$ cat src/hw/rtl/assert_macros.svh
// Assertion macros shared by the RTL files of the next prime finder.
// Every macro samples on aclk and is disabled while aresetn is low.
`ifndef ASSERT_MACROS_SVH
`define ASSERT_MACROS_SVH

// The consequent must hold in the same cycle as the antecedent.
`define NPF_ASSERT_IMP(lbl, ante, cons, msg) \
    lbl: assert property (@(posedge aclk) disable iff (!aresetn) (ante) |-> (cons)) \
        else $error(msg);

// The consequent must hold in the cycle after the antecedent.
`define NPF_ASSERT_NXT(lbl, ante, cons, msg) \
    lbl: assert property (@(posedge aclk) disable iff (!aresetn) (ante) |=> (cons)) \
        else $error(msg);

`endif

$ cat src/hw/rtl/npf_pkg.sv
// Package for the next prime finder: widths, sequencer states and the
// status bundle of the shared remainder unit. No dependencies.
package npf_pkg;

    localparam int VALUE_WIDTH_DEF = 32;
    localparam int IN_WIDTH        = 32;
    localparam int OUT_WIDTH       = 31;

    // Trial divisors run 5, 11, 17, ... and each step also tries d + 2.
    localparam int FIRST_DIVISOR = 5;
    localparam int DIVISOR_STEP  = 6;
    localparam int PAIR_OFFSET   = 2;
    localparam int SMALL_PRIME   = 3;
    localparam int LOWEST_PRIME  = 2;

    typedef enum logic [2:0] {
        ST_IDLE,
        ST_CAND,
        ST_MOD3,
        ST_SQ,
        ST_MODA,
        ST_MODB,
        ST_NEXT,
        ST_FINISH
    } npf_state_t;

    typedef struct packed {
        logic busy;
        logic done;
        logic rem_zero;
    } npf_div_status_t;

endpackage

$ cat src/hw/rtl/npf_mod.sv
// Iterative restoring remainder unit, one quotient bit per cycle.
// Depends on npf_pkg for the status bundle.
module npf_mod #(
    parameter int DW = npf_pkg::VALUE_WIDTH_DEF - 1
) (
    input  logic                     aclk,
    input  logic                     aresetn,
    input  logic                     start,
    input  logic [DW-1:0]            dividend,
    input  logic [DW-1:0]            divisor,
    output npf_pkg::npf_div_status_t status
);
    import npf_pkg::*;

    localparam int CNT_W = $clog2(DW + 1);

    logic             busy_reg, busy_next;
    logic             done_reg, done_next;
    logic [CNT_W-1:0] cnt_reg, cnt_next;
    logic [DW-1:0]    rem_reg, rem_next;
    logic [DW-1:0]    dvd_reg, dvd_next;
    logic [DW-1:0]    dsr_reg, dsr_next;
    logic [DW:0]      trial;
    logic [DW:0]      diff;
    logic             fits;

    assign trial = {rem_reg, dvd_reg[DW-1]};
    assign diff  = trial - {1'b0, dsr_reg};
    assign fits  = trial >= {1'b0, dsr_reg};

    always_comb begin
        busy_next = busy_reg;
        done_next = 1'b0;
        cnt_next  = cnt_reg;
        rem_next  = rem_reg;
        dvd_next  = dvd_reg;
        dsr_next  = dsr_reg;
        if (busy_reg) begin
            rem_next = fits ? diff[DW-1:0] : trial[DW-1:0];
            dvd_next = {dvd_reg[DW-2:0], 1'b0};
            cnt_next = cnt_reg - CNT_W'(1);
            if (cnt_reg == CNT_W'(1)) begin
                busy_next = 1'b0;
                done_next = 1'b1;
            end
        end else if (start) begin
            busy_next = 1'b1;
            cnt_next  = CNT_W'(DW);
            rem_next  = '0;
            dvd_next  = dividend;
            dsr_next  = divisor;
        end
    end

    always_ff @(posedge aclk) begin
        if (!aresetn) begin
            busy_reg <= 1'b0;
            done_reg <= 1'b0;
            cnt_reg  <= '0;
        end else begin
            busy_reg <= busy_next;
            done_reg <= done_next;
            cnt_reg  <= cnt_next;
        end
        rem_reg <= rem_next;
        dvd_reg <= dvd_next;
        dsr_reg <= dsr_next;
    end

    assign status.busy     = busy_reg;
    assign status.done     = done_reg;
    assign status.rem_zero = (rem_reg == '0);

    `include "assert_macros.svh"

    `NPF_ASSERT_IMP(a_done_idle, done_reg, !busy_reg, "remainder done while still busy")
    `NPF_ASSERT_NXT(a_start_busy, start && !busy_reg, busy_reg && cnt_reg == CNT_W'(DW),
        "start did not launch a full pass")

endmodule

$ cat src/hw/rtl/next_prime_finder.sv
// Starts below two or at the top go straight to the finish state. Otherwise an even
// candidate is skipped; an odd one first takes its remainder by three, then its remainders
// by each trial divisor pair (about sqrt(c)/6 pairs), then finishes or moves on.
// Throughput: one beat at a time; all remainders go through the one iterative unit.
// A new start beat is taken while a finished result waits on the output register.
// Reset: synchronous, active low aresetn; clears sequencer state and output valid.
module next_prime_finder #(
    parameter int VALUE_WIDTH = npf_pkg::VALUE_WIDTH_DEF
) (
    input  logic                           aclk,
    input  logic                           aresetn,
    input  logic                           s_valid,
    output logic                           s_ready,
    input  logic [npf_pkg::IN_WIDTH-1:0]   s_start_value,
    output logic                           m_valid,
    input  logic                           m_ready,
    output logic [npf_pkg::OUT_WIDTH-1:0]  m_next_prime,
    output logic                           m_overflow
);
    import npf_pkg::*;

    localparam int CW   = VALUE_WIDTH - 1;
    localparam int SQ_W = VALUE_WIDTH + 1;

    npf_state_t          state_reg, state_next;
    logic [CW-1:0]       c_reg, c_next;
    logic [CW-1:0]       d_reg, d_next;
    logic [SQ_W-1:0]     sq_reg, sq_next;
    logic [OUT_WIDTH-1:0] res_reg, res_next;
    logic                res_ovf_reg, res_ovf_next;
    logic                m_valid_reg, m_valid_next;
    logic [OUT_WIDTH-1:0] prime_reg, prime_next;
    logic                ovf_reg, ovf_next;

    logic [VALUE_WIDTH-1:0] raw;
    logic                   raw_small;
    logic                   raw_top;
    logic                   sq_over;
    logic                   c_is_top;
    logic                   out_free;
    logic [SQ_W-1:0]        sq_step;

    logic                   div_start;
    logic [CW-1:0]          div_divisor;
    npf_div_status_t        div_status;

    assign raw       = s_start_value[VALUE_WIDTH-1:0];
    assign raw_small = raw[VALUE_WIDTH-1] || (raw[CW-1:0] < CW'(LOWEST_PRIME));
    assign raw_top   = (raw[CW-1:0] == {CW{1'b1}});
    assign sq_over   = sq_reg > SQ_W'(c_reg);
    assign c_is_top  = (c_reg == {CW{1'b1}});
    assign out_free  = !m_valid_reg || m_ready;
    // (d + 6)^2 = d^2 + 12d + 36
    assign sq_step   = (SQ_W'(d_reg) << 3) + (SQ_W'(d_reg) << 2)
                     + SQ_W'(DIVISOR_STEP * DIVISOR_STEP);

    npf_mod #(
        .DW(CW)
    ) u_mod (
        .aclk     (aclk),
        .aresetn  (aresetn),
        .start    (div_start),
        .dividend (c_reg),
        .divisor  (div_divisor),
        .status   (div_status)
    );

    // Next state.
    always_comb begin
        state_next = state_reg;
        case (state_reg)
            ST_IDLE: begin
                if (s_valid) begin
                    state_next = (raw_small || raw_top) ? ST_FINISH : ST_CAND;
                end
            end
            ST_CAND: begin
                if (c_reg <= CW'(SMALL_PRIME)) begin
                    state_next = ST_FINISH;
                end else if (!c_reg[0]) begin
                    state_next = ST_NEXT;
                end else begin
                    state_next = ST_MOD3;
                end
            end
            ST_MOD3: begin
                if (div_status.done) begin
                    state_next = div_status.rem_zero ? ST_NEXT : ST_SQ;
                end
            end
            ST_SQ: begin
                state_next = sq_over ? ST_FINISH : ST_MODA;
            end
            ST_MODA: begin
                if (div_status.done) begin
                    state_next = div_status.rem_zero ? ST_NEXT : ST_MODB;
                end
            end
            ST_MODB: begin
                if (div_status.done) begin
                    state_next = div_status.rem_zero ? ST_NEXT : ST_SQ;
                end
            end
            ST_NEXT: begin
                state_next = c_is_top ? ST_FINISH : ST_CAND;
            end
            ST_FINISH: begin
                if (out_free) begin
                    state_next = ST_IDLE;
                end
            end
            default: begin
                state_next = ST_IDLE;
            end
        endcase
    end

    // Outputs and datapath.
    always_comb begin
        c_next       = c_reg;
        d_next       = d_reg;
        sq_next      = sq_reg;
        res_next     = res_reg;
        res_ovf_next = res_ovf_reg;
        m_valid_next = m_valid_reg && !m_ready;
        prime_next   = prime_reg;
        ovf_next     = ovf_reg;
        div_start    = 1'b0;
        div_divisor  = d_reg;
        s_ready      = 1'b0;
        case (state_reg)
            ST_IDLE: begin
                s_ready = 1'b1;
                c_next  = raw[CW-1:0] + CW'(1);
                if (raw_small) begin
                    res_next     = OUT_WIDTH'(LOWEST_PRIME);
                    res_ovf_next = 1'b0;
                end else if (raw_top) begin
                    res_next     = '0;
                    res_ovf_next = 1'b1;
                end
            end
            ST_CAND: begin
                res_next     = OUT_WIDTH'(c_reg);
                res_ovf_next = 1'b0;
                div_divisor  = CW'(SMALL_PRIME);
                div_start    = (c_reg > CW'(SMALL_PRIME)) && c_reg[0];
            end
            ST_MOD3: begin
                d_next  = CW'(FIRST_DIVISOR);
                sq_next = SQ_W'(FIRST_DIVISOR * FIRST_DIVISOR);
            end
            ST_SQ: begin
                div_divisor = d_reg;
                div_start   = !sq_over;
            end
            ST_MODA: begin
                div_divisor = d_reg + CW'(PAIR_OFFSET);
                div_start   = div_status.done && !div_status.rem_zero;
            end
            ST_MODB: begin
                if (div_status.done) begin
                    d_next  = d_reg + CW'(DIVISOR_STEP);
                    sq_next = sq_reg + sq_step;
                end
            end
            ST_NEXT: begin
                c_next = c_reg + CW'(1);
                if (c_is_top) begin
                    res_next     = '0;
                    res_ovf_next = 1'b1;
                end
            end
            ST_FINISH: begin
                if (out_free) begin
                    m_valid_next = 1'b1;
                    prime_next   = res_reg;
                    ovf_next     = res_ovf_reg;
                end
            end
            default: begin
                s_ready = 1'b0;
            end
        endcase
    end

    always_ff @(posedge aclk) begin
        if (!aresetn) begin
            state_reg   <= ST_IDLE;
            m_valid_reg <= 1'b0;
        end else begin
            state_reg   <= state_next;
            m_valid_reg <= m_valid_next;
        end
        c_reg       <= c_next;
        d_reg       <= d_next;
        sq_reg      <= sq_next;
        res_reg     <= res_next;
        res_ovf_reg <= res_ovf_next;
        prime_reg   <= prime_next;
        ovf_reg     <= ovf_next;
    end

    assign m_valid      = m_valid_reg;
    assign m_next_prime = prime_reg;
    assign m_overflow   = ovf_reg;

    `include "assert_macros.svh"

    `NPF_ASSERT_IMP(a_start_free, div_start, !div_status.busy,
        "remainder unit started while busy")
    `NPF_ASSERT_IMP(a_ovf_zero, m_valid_reg && ovf_reg, prime_reg == '0,
        "overflow beat carries a nonzero prime")
    `NPF_ASSERT_IMP(a_prime_min, m_valid_reg && !ovf_reg, prime_reg >= OUT_WIDTH'(LOWEST_PRIME),
        "result beat below the lowest prime")
    `NPF_ASSERT_NXT(a_finish_load, state_reg == ST_FINISH && out_free, m_valid_reg,
        "finished result was not loaded")

endmodule
$ cat config.mk
export PLATFORM = sky130hd
export DESIGN_NAME = next_prime_finder
export DESIGN_NICKNAME = d
export VERILOG_FILES = /design/src/hw/rtl/npf_pkg.sv /design/src/hw/rtl/npf_mod.sv /design/src/hw/rtl/next_prime_finder.sv
export VERILOG_INCLUDE_DIRS = /design/src /design/src/hw/rtl
export SDC_FILE = /design/constraint.sdc
export NUM_CORES = 1
export LEC_CHECK = 0
export BUFFER_PORTS_ARGS = -buffer_cell sky130_fd_sc_hd__buf_2
export CORE_MARGIN = 2
export CORE_UTILIZATION = 55
export DETAILED_ROUTE_END_ITERATION = 10
export PLACE_DENSITY = 0.72
export SLEW_MARGIN = 20
export SYNTH_ARGS = -nofsm -noshare
export SYNTH_HDL_FRONTEND = slang
export SYNTH_SLANG_ARGS = --single-unit
$ cat constraint.sdc
create_clock -name aclk -period 14 [get_ports aclk]
set_input_delay 2.1 -clock aclk [delete_from_list [all_inputs] [get_ports aclk]]
set_output_delay 2.1 -clock aclk [all_outputs]
set_load 0.03 [all_outputs]
==> run_results.csv, run 1 <==
group,metric,value,unit
routing,viasPerCell,6.04,
sta,post-route-min-period,4.26,ns
logic_synthesis,yosysMostFrequentCell,"edfxtp_1",
setup_path,arrival,4.55,ns
sta,fin_skew,0.00979,ns
logic_synthesis,netlist-cell-type-count,79,
min_path,hold_start,"res_reg[28]",
sta,setup_viol,0,
power_and_ir_drop,pwr-share-comb,51.6,%
sta,holdWs,0.418,ns
power_and_ir_drop,power.internal,2.67,mW
setup_path,r2r-start,"d_reg[3]",
clocking,cts_tree,"built",
logic_synthesis,synth_ff_type,"edfxtp_1",
sta,hold_viol_final,0,
routing,num_vias,13400,
sta,rsz0062_at_grt,"no",
logic_synthesis,synth_edf_count,247,
die,die_width,181,um
routing,first_iter_violations,1392,
power_and_ir_drop,power.share.switching,44.7,%
logic_synthesis,synth_top_area_share,43.0,%
flow_run,maxCapViolations,0,
power_and_ir_drop,seqPwrFrac,32.0,%
setup_path,start_kind,"register",
setup_path,worstPathRequired,14.29,ns
clocking,clockRootBuffer,"clkbuf_16",
power_and_ir_drop,p_per_area,254,mW/mm^2
cells_and_area,fin_area,0.0190,mm^2
clocking,cts_setup_buffers,0,
cells_and_area,layout-drive-gt1-share,9.21,%
sta,fin_crit_sh,30.4,%
sta,max_freq,235,MHz
die,die_area,0.0328,mm^2
routing,postRouteAntennaNets,0,
die,start_util,56.2,%
cells_and_area,area_growth,9.96,%
die,die_h,181,um
clocking,numClockSinks,259,
die,rows,64,
routing,drtPass1Iterations,5,
cells_and_area,fillCellCount,2572,
placement,place_area,0.0180,mm^2
placement,dp.cells,2155,
outcome,status,"complete, no violations",
clocking,clock_latency,0.57,ns
setup_path,cp-startpoint,"d_reg[3]",
die,num_io_pins,70,
routing,finalWirelength,43400,um
power_and_ir_drop,power,4.83,mW
clocking,post_cts_resize_count,0,
placement,dp_hpwl,31700,um
power_and_ir_drop,vdd_drop_max,0.200,mV
logic_synthesis,synthTopCellsByArea,"edfxtp_1, ha_1, nand2_1",
logic_synthesis,ys_warn_count,0,
clocking,cts_hold_buffers,0,
power_and_ir_drop,p_leak,7.60,nW
logic_synthesis,yosysTopAreaCell,"edfxtp_1",
sta,drv_slew,0,
sta,worst_pin_slew,1.03,ns
grt,grt_pass1_wl,68100,um
power_and_ir_drop,power_frac_clock,16.4,%
die,core_region_area,0.0307,mm^2
sta,final.setup.tns,0,ns
clocking,path_clk_slew,0.06,ns
logic_synthesis,ys_async_sr_fraction,0,%
logic_synthesis,netlist_instances,1734,
logic_synthesis,synth.yosys.seq_area_share,44.3,%
setup_path,crit_path_max_fanout,7,
cells_and_area,multi_input_area,0.00886,mm^2
placement,numPortBuffers,69,
clocking,max-clock-path-buffers,3,
setup_path,endpoint_kind,"register",
grt,grt_max_degree,111,
grt,grt_remaining_overflow,0,
logic_synthesis,ys_ff_latch,259,
logic_synthesis,syn_avg_cell_area,9.96,um^2
setup_path,reg2reg_slack,9.74,ns
routing,drc,0,
routing,routedWlPerCell,19.6,um
grt,grtUsageTotal,26.1,%
grt,grt_antenna_before_repair,1,
grt,grt_pass1_vias,12600,
setup_path,critical_path_class,"reg -> reg",
cells_and_area,nNetsFinal,2006,
logic_synthesis,syn_nets,1949,
sta,slew_headroom,31.1,%
min_path,hold_class,"reg -> reg",
logic_synthesis,synth_area,0.0173,mm^2
cells_and_area,stdcell_count,2211,
clocking,cts_max_level,1,
power_and_ir_drop,switchingPower,2.16,mW
cells_and_area,seqCellArea,0.00766,mm^2
placement,gp_congestion,1.03,
clocking,cts_buffers,30,
logic_synthesis,synth_common_cells,"edfxtp_1, nand2_1, nor2_1, ha_1, inv_1",
-- routing by layer --
| layer | vias to the layer above | GRT usage, % | wire (um) |
|---|---|---|---|
| met1 | 6451 | 37.8 | 19400 |
| met2 | 506 | 40.3 | 19300 |
| met3 | 80 | 5.66 | 3590 |
| met5 | - | 0 | 0 |
| met4 | 0 | 6.15 | 1150 |
| li1 | 6320 | - | - |
-- path summary, 6_finish.rpt --
check | to | depth (start not counted)
hold / removal | m_next_prime[28] | 0
setup / recovery | sq_reg[27] | 14
setup reg to reg | sq_reg[27] | 14
hold reg to reg | m_next_prime[28] | 0
-- power groups by stage --
stage               combinational, mW  clock (mW)  sequential, mW
CTS                              2.47       0.801            1.53
global placement                 2.38           0            1.53
finish                           2.49       0.793            1.54
detailed placement               2.44           0            1.54
global route                     2.78       0.829            1.57
floorplan                        1.90           0            1.42
-- cells by family after synthesis --
| family | Yosys count | synth area share, % |
|---|---|---|
| xor gates and xnor gates | 103 | 5.22 |
| other | 1 | 0.0217 |
| AOI/OAI and AO/OA | 352 | 13.2 |
| buffers and inverters | 201 | 4.59 |
| muxes | 18 | 1.09 |
| DFF | 259 | 44.3 |
| and+or+nand+nor | 621 | 17.2 |
| adders and majority gates | 179 | 14.3 |
-- layout make-up --
cell class                      instances  area share (%)
Multi-Input combinational cell       1274            46.7
Sequential cell                       259            40.3
Clock buffer                           34            4.03
Inverter                              145            2.87
Tap cell                              396            2.61
Timing Repair Buffer                   81            2.29
Clock inverter                         21            1.20
Antenna cell                            1          0.0132
-- per-stage QoR --
stage          setup slack, ns  utilization, %
2_1_floorplan             8.06               -
3_3_place_gp              9.40            58.5
3_5_place_dp              9.35            58.5
4_1_cts                   9.74            61.7
5_1_grt                   9.38            61.8
6_report                  9.74            61.8
-- worst max-delay path, stage by stage (launching register included) --
cell and delay (ns):
edfxtp_1 0.50, inv_1 0.19, ha_1 0.27, fa_1 0.57, inv_1 0.06, ha_1 0.28
a21o_1 0.15, a21oi_1 0.21, nor2b_1 0.09, o41ai_1 0.45, o221ai_2 0.31, a2111oi_4 0.51
o41ai_1 0.18, xnor2_1 0.15, nor2_1 0.06
-- placed cells by master (no fill, tap or decap), drive strengths merged, types with 30 or more instances in the layout --
cell type	count
a21oi	93
a21o	34
nor4	32
o21ai	93
buf	81
ha	149
clkbuf	34
xnor2	64
xor2	39
inv	145
nor3	38
nor2	170
nand2	196
fa	30
nand3	64
edfxtp	247
Power figures use the tool's default switching activity.
==> run 2, diff against run 1 <==
ABC_AREA = 1   (was not set)
PLACE_DENSITY = 0.75   (was 0.72)
clock period = 3.9 ns   (was 14 ns; I/O delays follow)
==> run_results.csv, run 2 <==
group,metric,value,unit
sta,max_freq,281,MHz
clocking,clockRootBuffer,"clkbuf_16",
cells_and_area,nNetsFinal,2520,
logic_synthesis,ys_ff_latch,259,
grt,grt_pass1_wl,80700,um
grt,grt_use_met2,48.0,%
logic_synthesis,netlist_instances,2216,
clocking,clock_latency,0.60,ns
clocking,path_clk_slew,0.06,ns
grt,grtUsageTotal,30.2,%
cells_and_area,fillCellCount,2889,
logic_synthesis,yosysTopAreaCell,"edfxtp_1",
sta,rsz0062_at_grt,"no",
cells_and_area,final_util,62.3,%
logic_synthesis,synth.yosys.seq_area_share,42.1,%
logic_synthesis,ys_async_sr_fraction,0,%
setup_path,reg2reg_slack,0.34,ns
die,num_io_pins,70,
routing,first_iter_violations,1652,
logic_synthesis,synthTopCellsByArea,"edfxtp_1, ha_1, nand2_1",
clocking,cts_buffers,30,
clocking,cts_max_level,1,
sta,setup_viol,0,
routing,finalWirelength,50700,um
routing,viasPerCell,5.60,
die,core_region_area,0.0325,mm^2
logic_synthesis,synth_common_cells,"nand2_1, inv_1, nor2_1, edfxtp_1, ha_1",
clocking,max-clock-path-buffers,3,
cells_and_area,layout-drive-gt1-share,8.51,%
die,die_h,186,um
grt,grt_antenna_before_repair,0,
grt,grt_remaining_overflow,0,
routing,drtPass1Iterations,6,
logic_synthesis,synth_edf_count,247,
cells_and_area,layout_commonest_cell,"nand2_1",
power_and_ir_drop,p_per_area,789,mW/mm^2
routing,drc,0,
sta,fin_crit_sh,91.3,%
routing,num_vias,15500,
clocking,numClockSinks,259,
placement,numPortBuffers,69,
setup_path,worstPathRequired,4.21,ns
grt,grt_pass1_vias,14900,
setup_path,crit_path_max_fanout,6,
cells_and_area,fin_area,0.0203,mm^2
power_and_ir_drop,vdd_drop_max,0.494,mV
die,start_util,56.0,%
placement,gp_congestion,0.943,
flow_run,maxCapViolations,0,
sta,fin_skew,0.0603,ns
setup_path,critical_path_class,"reg -> reg",
grt,grt_use_met1,42.9,%
sta,post-route-min-period,3.56,ns
die,die_width,186,um
cells_and_area,antenna_cells,0,
setup_path,endpoint_kind,"register",
placement,post-place-ws,0.376,ns
die,rows,66,
routing,postRouteAntennaNets,0,
grt,busiest_layer,"met2",
logic_synthesis,syn_avg_cell_area,8.22,um^2
logic_synthesis,ys_warn_count,0,
placement,dp_hpwl,39500,um
die,die_area,0.0346,mm^2
logic_synthesis,synth_area,0.0182,mm^2
logic_synthesis,netlist-cell-type-count,46,
logic_synthesis,synth_ff_type,"edfxtp_1",
cells_and_area,final_cell_mix,"nand2_1, inv_1, nor2_1",
min_path,hold_class,"in -> reg",
routing,routedWlPerCell,18.3,um
clocking,cts_tree,"built",
grt,use_met3,6.24,%
sta,worst_pin_slew,1.10,ns
sta,final.setup.tns,0,ns
sta,drv_slew,0,
placement,place_area,0.0191,mm^2
outcome,status,"complete, no violations",
logic_synthesis,syn_nets,2431,
grt,grt_max_degree,64,
sta,hold_viol_final,0,
sta,slew_headroom,26.1,%
sta,finalWorstSetupSlack,0.338,ns
cells_and_area,area_growth,11.3,%
setup_path,start_kind,"register",
logic_synthesis,yosysMostFrequentCell,"nand2_1",
setup_path,arrival,3.87,ns
power_and_ir_drop,power,16.0,mW
power_and_ir_drop,p_leak,8.94,nW
logic_synthesis,synth_top_area_share,40.7,%
==> run 2: metrics by stage <==
| stage | instances | hold slack (ns) |
|---|---|---|
| floorplan | 2216 | 0.400 |
| global placement | 2715 | 0.401 |
| detailed placement | 2715 | 0.405 |
| CTS | 2770 | 0.262 |
| global route | 2770 | 0.304 |
| finish | 2770 | 0.291 |
==> run 2: path summary, 6_finish.rpt <==
path | startpoint | end | depth (start not counted)
setup reg to reg | d_reg[3] | sq_reg[28] | 14
setup / recovery | d_reg[3] | sq_reg[28] | 14
hold / removal | aresetn | u_mod.busy_reg | 3
hold reg to reg | res_reg[14] | m_next_prime[14] | 0
==> run 2: area by class of cell <==
type                            count  area [um^2]  area share [%]
Multi-Input combinational cell   1590         9140            45.1
Clock inverter                     23          365            1.80
Tap cell                          442          553            2.73
Sequential cell                   259         7660            37.8
Timing Repair Buffer               97          556            2.74
Clock buffer                       32          758            3.74
Inverter                          327         1230            6.06
==> run 2: routing by layer <==
layer | vias up | share of wire [%]
li1 | 7568 | -
met1 | 7280 | 44
met2 | 583 | 45
met3 | 75 | 8.4
met4 | 0 | 1.9
met5 | - | 0
==> run 2: what timing repair did <==
item | in CTS | in global routing
setup endpoints to repair | 0 | 1
resized for setup | 0 | 1
buffers inserted | 0 | 0
hold buffers | 0 | 0
==> run 2: cell families after synthesis <==
logic type	after synthesis	synth area share (%)
and+or+nand+nor	990	22.9
buffers and inverters	367	7.85
AOI/OAI and AO/OA	362	10.9
DFF	259	42.1
adders and majority gates	179	13.5
xor gates and xnor gates	56	2.69
muxes	2	0.124
other	1	0.0206
==> run 2: critical path, stage by stage, from the launching register on <==
cell and delay [ns]:
edfxtp_1 0.51, inv_1 0.19, ha_1 0.27, fa_1 0.52
fa_1 0.52, o21ai_0 0.28, a21boi_0 0.25, o21ai_1 0.27
nand2_1 0.07, nand2_1 0.10, nand2_1 0.06, nand2_1 0.07
nand2_1 0.05, nand2_1 0.05, nor2_1 0.06
==> run 2: power by group <==
part | total [mW] | internal [mW] | switching [mW]
combinational | 7.95 | 2.45 | 5.50
sequential | 4.87 | 4.25 | 0.617
clock | 3.18 | 1.95 | 1.23
total | 16.0 | 8.66 | 7.34
